===== config.mk =====
export PLATFORM = sky130hd
export DESIGN_NAME = sbem_ctrl
export DESIGN_NICKNAME = d
export VERILOG_FILES = /design/src/rtl/sbem_pkg.sv /design/src/rtl/sbem_ctrl.sv
export SDC_FILE = /design/constraint.sdc
export NUM_CORES = 1
export LEC_CHECK = 0
export BUFFER_PORTS_ARGS = -buffer_cell sky130_fd_sc_hd__buf_2
export CAP_MARGIN = 20
export CORE_AREA = 2 2 39 41
export DETAILED_ROUTE_END_ITERATION = 7
export DIE_AREA = 0 0 41 43
export GPL_ROUTABILITY_DRIVEN = 0
export GPL_TIMING_DRIVEN = 0
export PLACE_DENSITY_LB_ADDON = 0.3
export SYNTH_ARGS = -nofsm -noshare
export SYNTH_HDL_FRONTEND = slang
export SYNTH_SLANG_ARGS = --single-unit

===== constraint.sdc =====
create_clock -name clock -period 1.17 [get_ports clock]
set_input_delay 0.0585 -clock clock [delete_from_list [all_inputs] [get_ports clock]]
set_output_delay 0.0585 -clock clock [all_outputs]
set_load 0.01 [all_outputs]

===== src/rtl/sbem_pkg.sv =====
// Shared constants, types and command struct of the sized big-endian byte memory.
`timescale 1ns / 1ps
`default_nettype none
package sbem_pkg;

   localparam int MEM_BYTES      = 4096;
   localparam int BYTES_PER_WORD = 4;
   localparam int NUM_BANKS      = BYTES_PER_WORD;
   localparam int BANK_ROWS      = MEM_BYTES / NUM_BANKS;
   localparam int ROW_W          = $clog2(BANK_ROWS);
   localparam int ADDR_W         = 16;
   localparam int DATA_W         = 32;

   typedef logic [ADDR_W:0]   addr_ext_type;
   typedef logic [ROW_W-1:0]  row_type;
   typedef logic [7:0]        byte_type;
   typedef logic [DATA_W-1:0] data_type;

   localparam addr_ext_type MEM_LIMIT = addr_ext_type'(MEM_BYTES);

   // Access kinds.
   localparam logic OP_READ  = 1'b0;
   localparam logic OP_WRITE = 1'b1;

   // Commands from the controller to the datapath.
   typedef struct packed {
      logic capture;   // word accepted: latch it and run the bank access
      logic load;      // bank read data valid: update the held read word
   } sbem_cmd_type;

endpackage
`default_nettype wire


===== src/rtl/sbem_ctrl.sv =====
// Controller state machine: accepts a word, sequences the access, holds the response.
`timescale 1ns / 1ps
`default_nettype none
module sbem_ctrl
   import sbem_pkg::*;
(
   input  wire logic   clock,
   input  wire logic   reset,
   input  wire logic   req_valid,
   output logic        req_ready,
   output logic        rsp_valid,
   input  wire logic   rsp_ready,
   output sbem_cmd_type cmd
);

   typedef enum logic [1:0] {
      ST_IDLE,
      ST_LOAD,
      ST_SEND
   } state_type;

   state_type state_ff, state_in;
   logic      ready_ff, ready_in;
   logic      valid_ff, valid_in;

   always_comb begin
      state_in = state_ff;
      ready_in = ready_ff;
      valid_in = valid_ff;
      case (state_ff)
         ST_IDLE: begin
            if (req_valid && ready_ff) begin
               state_in = ST_LOAD;
               ready_in = 1'b0;
            end
         end
         ST_LOAD: begin
            state_in = ST_SEND;
            valid_in = 1'b1;
         end
         ST_SEND: begin
            if (rsp_ready) begin
               state_in = ST_IDLE;
               valid_in = 1'b0;
               ready_in = 1'b1;
            end
         end
         default: begin
            state_in = ST_IDLE;
            valid_in = 1'b0;
            ready_in = 1'b1;
         end
      endcase
   end

   always_ff @(posedge clock) begin
      if (reset) begin
         state_ff <= ST_IDLE;
         ready_ff <= 1'b1;
         valid_ff <= 1'b0;
      end else begin
         state_ff <= state_in;
         ready_ff <= ready_in;
         valid_ff <= valid_in;
      end
   end

   assign req_ready   = ready_ff;
   assign rsp_valid   = valid_ff;
   assign cmd.capture = req_valid && ready_ff;
   assign cmd.load    = (state_ff == ST_LOAD);

endmodule
`default_nettype wire


==> summary.md, run 1 <==
| Metric | Value |
|---|---|
| Tmin final | `~1.1 ns` |
| Post-Syn Area | `approximately 160 um^2` |
| DP Worst Slack | `0.1087 ns` |
| Register-to-register setup slack | `~0.09 ns` |
| YS warnings | `0` |
| First-pass GRT wire length | `approximately 660 um` |
| Max incr delay on CP | `approximately 0.34 ns` |
| Root buffer cell | `clkbuf_4` |
| Psw | `roughly 88 uW` |
| Initial antenna violation count | `0` |
| Clock-pin slew on the worst setup and hold paths | `~0.04 ns` |
| DR vias/cell | `3.610` |
| Pwr dens | `about 1600 nW/um^2` |
| HP Class | `in2reg` |
| Status | `finished, final reports clean` |
| Post-synth cell types | `12` |
| Clk pwr share | `0.445` |
| Max Clock Skew | `~0.0024 ns` |
| DR WL/cell | `8.659 um` |
| DIE WIDTH | `41 um` |
| Setup Crit Path Kind | `reg2out` |
| Worst Slack Setup Final | `slightly below 0.07 ns` |
| Syn Area/Cell | `roughly 11 um^2` |
| I/O pin cnt | `8` |
| Layout cell share with drive strength beyond 1 | `0.5600` |
| Wire length on met2 | `around 110 um` |
| Leakage power | `around 0.11 nW` |
| Routed Antenna Nets | `0` |
| Placement Rows | `14` |
| Final Util | `0.1754` |
| Commonest non-fill, non-tap cell in the layout | `buf_2` |
| Max-slew violations | `0` |
| Commonest cells after routing, fill and taps aside | `7 x buf_2, 3 x clkbuf_4, 3 x dfxtp_1` |
| Slew @ Worst Pin | `0.2210 ns` |
| Core area | `approximately 1400 um^2` |
| Cts hold-fix bufs | `0` |
| Initial Util | `0.1184` |
| Cell count after synthesis | `15` |
| Vias in the first global route | `around 150` |
| Max layer used | `met3` |
| Crit share post-route | `0.9417` |
| CP endpoint kind | `output port` |
| Final Non-Filler Cells | `between 40 and 50` |
| Final Routed Wirelength | `about 360 um` |
| Int Pwr | `slightly below 300 uW` |
| Total Nets Final | `31` |
| Seq/Total Area, Yosys | `0.4885` |
| Area grow syn2layout | `48.09%` |
| Yosys reg bits | `4` |
| Multi-input logic area | `approximately 76 um^2` |
| RSZ-0062 raised after global routing | `false` |
| DR pass1 iterations | `2` |
| Max frequency | `between 0.9 and 1 GHz` |
| Routed length on met1 | `168 um` |
| Critical-path cell list | `and2b_2 -> buf_4 -> buf_2` |
| CTS buffer count | `3` |
| Post-Place Cells | `38` |
| WL met3 | `about 73 um` |
| Setup crit start kind | `flop` |
| Number of fill cells | `roughly 160` |
| DRC violation total after the first TritonRoute iteration | `5` |
| Die Ht | `~43 um` |
| Die ar. | `1763 um^2` |
| CP arrival | `around 1.0 ns` |
| # DRC | `0` |
| Slew HR | `0.8506` |
| Max Cap Viol | `0` |
| Setup TNS | `0 ns` |
| Register Area | `81.33 um^2` |
| CTS HTree Levels | `1` |
| Combinational power share | `0.138` |
| CTS sink count | `4` |
| Pwr Total | `381.9 uW` |
| CTS tree | `done` |
| Insertion delay of the later-clocked pin in the worst-skew pair | `between 0.2 and 0.25 ns` |
| Max clock buf depth | `2` |
| Largest net degree at the start of global routing | `7` |
| Ant. Diodes | `0` |
| Syn Nets | `19` |
| Total number of vias | `between 100 and 150` |
| Worst Path Required | `1.11 ns` |
| Max VDD drop | `about 0.5 mV` |
| IO buf count | `7` |
| GRT Util Overall | `0.06432` |
| Flop pwr share | `0.417` |
| Final setup viols | `0` |
| Critical path peak fanout | `5` |
| Final Hold Violating Endpoints | `0` |
| Switching part of the total | `0.2300` |
| Slowest stage cell, crit path | `dfxtp_2` |
| Total grt overflow | `0` |
-- kinds of logic after synthesis --
group | count (synthesis) | share of synthesized area
AND/OR/NAND/NOR | 7 | 0.3054
flip-flops | 4 | 0.4886
AO/OA/AOI/OAI | 3 | 0.1603
buffers and inverters | 1 | 0.04582
-- final timing paths --
path / start / end / cells past startpoint
setup / recovery: state_ff[1]$_SDFFE_PP0P_ / cmd[0] / 3
hold / removal: reset / rsp_valid$_SDFFE_PP0P_ / 2
setup reg to reg: state_ff[0]$_SDFFE_PP0P_ / req_ready$_SDFFE_PP1P_ / 2
hold reg to reg: state_ff[1]$_SDFFE_PP0P_ / state_ff[0]$_SDFFE_PP0P_ / 1
-- worst max-delay path, delay by kind of cell, from the launching register on --
family	cells	cell delay (ns)
flops	1	0.34
buf+inv	2	0.25
simple gates	1	0.22
-- layout make-up --
| type | instances | share of cell area |
|---|---|---|
| sequential | 4 | 0.3351 |
| multi-input combinational | 10 | 0.3144 |
| timing repair buffer | 7 | 0.1443 |
| clock buffer | 3 | 0.09278 |
| tap | 16 | 0.08247 |
| buffer | 1 | 0.03093 |
-- power by group through the flow --
stage	Combinational (mW)	Sequential (mW)	Clock, mW
5_1_grt	0.0590	0.161	0.192
4_1_cts	0.0534	0.159	0.181
3_3_place_gp	0.0523	0.159	0
2_1_floorplan	0.0275	0.162	0
3_5_place_dp	0.0528	0.161	0
6_report	0.0525	0.159	0.170
-- synthesized netlist by cell type (all sizes together) --
cell type | n | area share
nor3b | 1 | 0.046
o31a | 1 | 0.053
nor3 | 1 | 0.031
and2 | 1 | 0.038
or4b | 1 | 0.061
dfxtp | 4 | 0.49
o21a | 1 | 0.046
nor2 | 1 | 0.023
o21ba | 1 | 0.061
buf | 1 | 0.046
nor4b | 1 | 0.053
and2b | 1 | 0.053
-- flip-flops by register name (all words and copies together), names as in the netlist --
signal	count
rsp_valid	1
req_ready	1
state_ff	2
-- layer usage --
| layer | GRT usage | up-vias |
|---|---|---|
| li1 | - | 75 |
| met1 | 0.07419 | 65 |
| met2 | 0.05625 | 8 |
| met3 | 0.07330 | 0 |
| met4 | 0.06000 | 0 |
| met5 | 0 | - |
-- through the flow --
step / cell area [um^2] / hold slack, ns
2_1_floorplan: 163.9 / 0.1358
3_3_place_gp: 219.0 / 0.2828
3_5_place_dp: 219.0 / 0.2832
4_1_cts: 241.5 / 0.03476
5_1_grt: 242.7 / 0.05346
6_report: 242.7 / 0.04836
-- what timing repair did --
action / in CTS / in global routing
resized for setup: 0 / 1
setup buffers: 0 / 0
setup endpoints to repair: 0 / 1
Power figures use the tool's default switching activity.
==> inputs of run 2 (changes only) <==
--- a/config.mk
+++ b/config.mk
@@ -5,7 +5,7 @@
 export SDC_FILE = /design/constraint.sdc
 export NUM_CORES = 1
 export LEC_CHECK = 0
-export BUFFER_PORTS_ARGS = -buffer_cell sky130_fd_sc_hd__buf_2
+export BUFFER_PORTS_ARGS = -buffer_cell sky130_fd_sc_hd__buf_4
 export CAP_MARGIN = 20
 export CORE_AREA = 2 2 39 41
 export DETAILED_ROUTE_END_ITERATION = 7
==> summary.md, run 2 (synthesis results as in run 1) <==
| Metric | Value |
|---|---|
| Multi-input logic area | `76.32 um^2` |
| GRT Util Overall | `0.05823` |
| I/O pin cnt | `8` |
| Psw | `83.65 uW` |
| Total number of vias | `about 140` |
| Cts hold-fix bufs | `0` |
| Total Nets Final | `31` |
| Placement Rows | `14` |
| Largest register by flop count | `state_ff` |
| Critical-path cell list | `and2b_2 -> buf_4 -> buf_4` |
| Routed Antenna Nets | `0` |
| Most frequent CP cell | `buf_4` |
| Area grow syn2layout | `58.78%` |
| CTS buffer count | `3` |
| IO buf count | `7` |
| Layout cell share with drive strength beyond 1 | `0.5600` |
| CTS sink count | `4` |
| HP Class | `in2reg` |
| DR pass1 iterations | `2` |
| Slew HR | `0.8344` |
| RSZ-0062 raised after global routing | `false` |
| Commonest cells after routing, fill and taps aside | `8 x buf_4, 3 x clkbuf_4, 3 x dfxtp_1` |
| Post-Place Cells | `38` |
| Max clock buf depth | `2` |
| Max frequency | `approximately 0.9 GHz` |
| Clock-pin slew on the worst setup and hold paths | `roughly 0.040 ns` |
| Root buffer cell | `clkbuf_4` |
| Total grt overflow | `0` |
| Post-cts repair resize count | `0` |
| Final setup viols | `0` |
| Crit share post-route | `0.9464` |
| Initial antenna violation count | `0` |
| Combinational power share | `0.161` |
| Post-CTS Setup Repair Bufs | `0` |
| # DRC | `0` |
| DRC violation total after the first TritonRoute iteration | `2` |
| CP arrival | `between 1 and 1.5 ns` |
| Die ar. | `about 1800 um^2` |
| Die Ht | `43 um` |
| Insertion delay of the later-clocked pin in the worst-skew pair | `~0.23 ns` |
| Initial Util | `0.1184` |
| Max reg flops | `2` |
| Setup Crit Path Kind | `reg2out` |
| CTS HTree Levels | `1` |
| Final Routed Wirelength | `approximately 360 um` |
| Pwr dens | `roughly 1500 nW/um^2` |
| DIE WIDTH | `around 40 um` |
| Number of fill cells | `approximately 150` |
| Largest net degree at the start of global routing | `7` |
| Int Pwr | `303.2 uW` |
| Worst Path Required | `about 1.1 ns` |
| Max-slew violations | `0` |
| Final Non-Filler Cells | `roughly 40` |
| Clk pwr share | `0.426` |
| Slowest stage cell, crit path | `dfxtp_2` |
| DR WL/cell | `between 8 and 9 um` |
| Setup crit start kind | `flop` |
| Vias in the first global route | `approximately 160` |
| Max incr delay on CP | `approximately 0.34 ns` |
| Tmin final | `1.107 ns` |
| Hold Slack | `about 0.024 ns` |
| DR vias/cell | `approximately 3.5` |
| Register Area | `just over 80 um^2` |
| Ant. Diodes | `0` |
| Slew @ Worst Pin | `approximately 0.24 ns` |
| Final Hold Violating Endpoints | `0` |
| Setup TNS | `0 ns` |
| Commonest non-fill, non-tap cell in the layout | `buf_4` |
| Flop pwr share | `0.413` |
| Max Clock Skew | `0.004181 ns` |
| CP endpoint kind | `output port` |
| Final Util | `0.1881` |
| First-pass GRT wire length | `between 600 and 700 um` |
| Critical path peak fanout | `5` |
| Core area | `1384 um^2` |
| Leakage power | `0.1111 nW` |
| Switching part of the total | `0.2163` |
| Max Cap Viol | `0` |
| CTS tree | `done` |
| Max VDD drop | `about 0.53 mV` |
| Status | `finished, final reports clean` |
[run 2: worst max-delay path, delay by kind of cell, from the launching register on]
family,cells,cell delay (ns)
buffers and inverters,2,0.25
DFF,1,0.34
and+or+nand+nor,1,0.22
[run 2: power groups by stage]
stage | Combinational (mW) | Sequential [mW] | Clock (mW)
2_1_floorplan | 0.0275 | 0.162 | 0
3_3_place_gp | 0.0619 | 0.160 | 0
3_5_place_dp | 0.0628 | 0.161 | 0
4_1_cts | 0.0631 | 0.159 | 0.173
5_1_grt | 0.0696 | 0.162 | 0.186
6_report | 0.0624 | 0.160 | 0.165
[run 2: final cells by class]
cell class,instances,area share
Tap cell,16,0.07692
Multi-Input combinational cell,10,0.2933
Timing Repair Buffer,7,0.2019
Sequential cell,4,0.3125
Clock buffer,3,0.08654
Buffer,1,0.02885
[run 2: per-stage QoR]
stage	total power, mW	setup slack [ns]	cell area (um^2)
after detailed placement	0.2237	0.09935	236.5
final	0.3868	0.06276	260.3
after global placement	0.2215	0.1175	236.5
after global routing	0.4173	0.02028	260.3
after CTS	0.3955	0.01250	259.0
after floorplan	0.1899	0.1374	163.9
[run 2: worst paths after layout]
| kind | start | endpoint | slack, ns | depth (start not counted) |
|---|---|---|---|---|
| min | reset | state_ff[0]$_SDFFE_PP0P_ | 0.02 | 2 |
| max | state_ff[1]$_SDFFE_PP0P_ | cmd[0] | 0.06 | 3 |
| min reg2reg | state_ff[1]$_SDFFE_PP0P_ | state_ff[0]$_SDFFE_PP0P_ | 0.44 | 1 |
| max reg2reg | state_ff[0]$_SDFFE_PP0P_ | req_ready$_SDFFE_PP1P_ | 0.08 | 2 |
[run 2: routing by layer]
metal	up-vias	global-route usage	routed length (um)
li1	74	-	-
met5	-	0	0
met2	10	0.05938	120
met1	60	0.06431	169
met3	0	0.05236	73
met4	0	0.06000	0
==> inputs of run 3 (changes only) <==
==> constraint.sdc (replaced) <==
create_clock -name clock -period 1.06 [get_ports clock]
set_input_delay 0.053 -clock clock [delete_from_list [all_inputs] [get_ports clock]]
set_output_delay 0.053 -clock clock [all_outputs]
set_load 0.01 [all_outputs]
==> summary.md, run 3 (synthesis results as in run 1) <==
| Metric | Value |
|---|---|
| WP buf/inv | `0` |
| Die ar. | `about 1800 um^2` |
| Max Clock Skew | `roughly 0.0035 ns` |
| Slew @ Worst Pin | `~0.24 ns` |
| Commonest cells after routing, fill and taps aside | `9 x buf_4, 3 x clkbuf_4, 2 x dfxtp_1, 2 x dfxtp_2` |
| Max VDD drop | `0.5461 mV` |
| Slowest stage cell, crit path | `or4b_1` |
| Setup crit start kind | `flop` |
| Final Hold Violating Endpoints | `0` |
| Max frequency | `0.9510 GHz` |
| Post-Place Cells | `38` |
| Ant. Diodes | `0` |
| Critical Path Stages | `2` |
| # DRC | `0` |
| Final Cell Area | `~280 um^2` |
| Commonest non-fill, non-tap cell in the layout | `buf_4` |
| Max clock buf depth | `2` |
| Crit share post-route | `0.9920` |
| CP endpoint | `req_ready$_SDFFE_PP1P_` |
| DR vias/cell | `approximately 3.6` |
| Routed Antenna Nets | `0` |
| CP endpoint kind | `flop` |
| Leakage power | `approximately 0.12 nW` |
| Max incr delay on CP | `roughly 0.50 ns` |
| DRC violation total after the first TritonRoute iteration | `1` |
| Cts hold-fix bufs | `0` |
| Final setup viols | `0` |
| Max Cap Viol | `0` |
| DR WL/cell | `9.721 um` |
| Hold path startpoint | `reset` |
| Area grow syn2layout | `70.99%` |
| CP delay by family, top | `simple AND/OR/NAND/NOR gates` |
| Die Ht | `between 40 and 50 um` |
| Placement Rows | `14` |
| Register Area | `between 80 and 90 um^2` |
| Multi-input logic area | `between 70 and 80 um^2` |
| DR pass1 iterations | `2` |
| Core area | `1384 um^2` |
| Worst Path Required | `roughly 1.2 ns` |
| Insertion delay of the later-clocked pin in the worst-skew pair | `0.23 ns` |
| Final Routed Wirelength | `around 420 um` |
| Hold Slack | `approximately 0.012 ns` |
| RR Endpoint | `req_ready$_SDFFE_PP1P_` |
| GRT Util Overall | `0.06627` |
| Number of fill cells | `153` |
| CTS sink count | `4` |
| Clock-pin slew on the worst setup and hold paths | `0.04 ns` |
| Layout cell share with drive strength beyond 1 | `0.6296` |
| Slew HR | `0.8383` |
| Total number of vias | `approximately 150` |
| Critical Path Start | `state_ff[0]$_SDFFE_PP0P_` |
| IO buf count | `7` |
| Total grt overflow | `0` |
| Root buffer cell | `clkbuf_4` |
| CP arrival | `1.17 ns` |
| Worst Reg-to-Reg Cells | `2` |
| Largest net degree at the start of global routing | `6` |
| Setup Crit Path Kind | `reg2reg` |
| CTS tree | `done` |
| First-pass GRT wire length | `703 um` |
| Initial antenna violation count | `0` |
| Tmin final | `around 1.1 ns` |
| I/O pin cnt | `8` |
| Placed inst area | `between 200 and 250 um^2` |
| Worst Slack Setup Final | `0.008460 ns` |
| Max-slew violations | `0` |
| Total Nets Final | `33` |
| DIE WIDTH | `about 41 um` |
| DP Worst Slack | `-0.01065 ns` |
| Max reg flops | `2` |
| Vias in the first global route | `~180` |
| Status | `finished, final reports clean` |
| HP Class | `in2reg` |
| Largest register by flop count | `state_ff` |
| RSZ-0062 raised after global routing | `true` |
| Final Non-Filler Cells | `43` |
| Pwr dens | `between 1500 and 2000 nW/um^2` |
| Critical-path cell list | `or4b_1 -> o31a_1` |
| Initial Util | `0.1184` |
| CTS buffer count | `3` |
| R2R Path Start | `state_ff[0]$_SDFFE_PP0P_` |
| Register-to-register setup slack | `about 0.0085 ns` |
| Critical path peak fanout | `3` |
| CTS HTree Levels | `1` |
-- run 3: cell types whose count changed in the layout (fill, tap and decap cells not counted) --
cell     change
buf_4        +1
dfxtp_2      +1
buf_6        +1
dfxtp_1      -1
-- run 3: timing repair --
item	in CTS	in global routing
endpoints found under the setup margin	2	1
gates resized for setup	3	0
pin swaps	1	0
buffers inserted	3	0
-- run 3: power breakdown --
part | internal, mW | switching (mW) | total, mW
clock | 0.126 | 0.0552 | 0.181
combinational | 0.0509 | 0.0308 | 0.0817
sequential | 0.166 | 0.00891 | 0.175
total | 0.343 | 0.0950 | 0.438
-- run 3: final cells by class --
class,instances,area share
well taps,16,0.07143
repair buffers,10,0.2812
multi-input cells,10,0.2723
flip-flops and latches,4,0.2946
clock buffers,3,0.08036
-- run 3: layer usage --
layer  part of all wire  vias to the layer above  GRT usage
met2               0.38                       10    0.06875
met1               0.45                       66    0.08039
met5                  0                        -          0
met4                  0                        0    0.06000
met3               0.17                        0    0.05236
li1                   -                       78          -
-- run 3: per-stage QoR --
step / utilization / total power, mW / TNS, ns
after floorplan: - / 0.2096 / 0
after global placement: 0.1709 / 0.2445 / 0
after detailed placement: 0.1709 / 0.2469 / -0.01065
after CTS: 0.2025 / 0.4476 / 0
after global routing: 0.2025 / 0.4702 / -0.02003
final: 0.2025 / 0.4376 / 0
-- run 3: worst min path at each step --
stage / endpoint / slack [ns] / cells past startpoint
finish: state_ff[0]$_SDFFE_PP0P_ / 0.01 / 2
global route: state_ff[0]$_SDFFE_PP0P_ / 0.02 / 2
CTS: state_ff[0]$_SDFFE_PP0P_ / 0.004 / 2
detailed placement: state_ff[0]$_SDFFE_PP0P_ / 0.26 / 2
global placement: state_ff[0]$_SDFFE_PP0P_ / 0.25 / 2
floorplan: state_ff[0]$_SDFFE_PP0P_ / 0.13 / 1
-- run 3: worst reg2reg max path: stages, from the launching register on --
cell	delay, ns
dfxtp_2	0.32
or4b_1	0.50
o31a_1	0.11
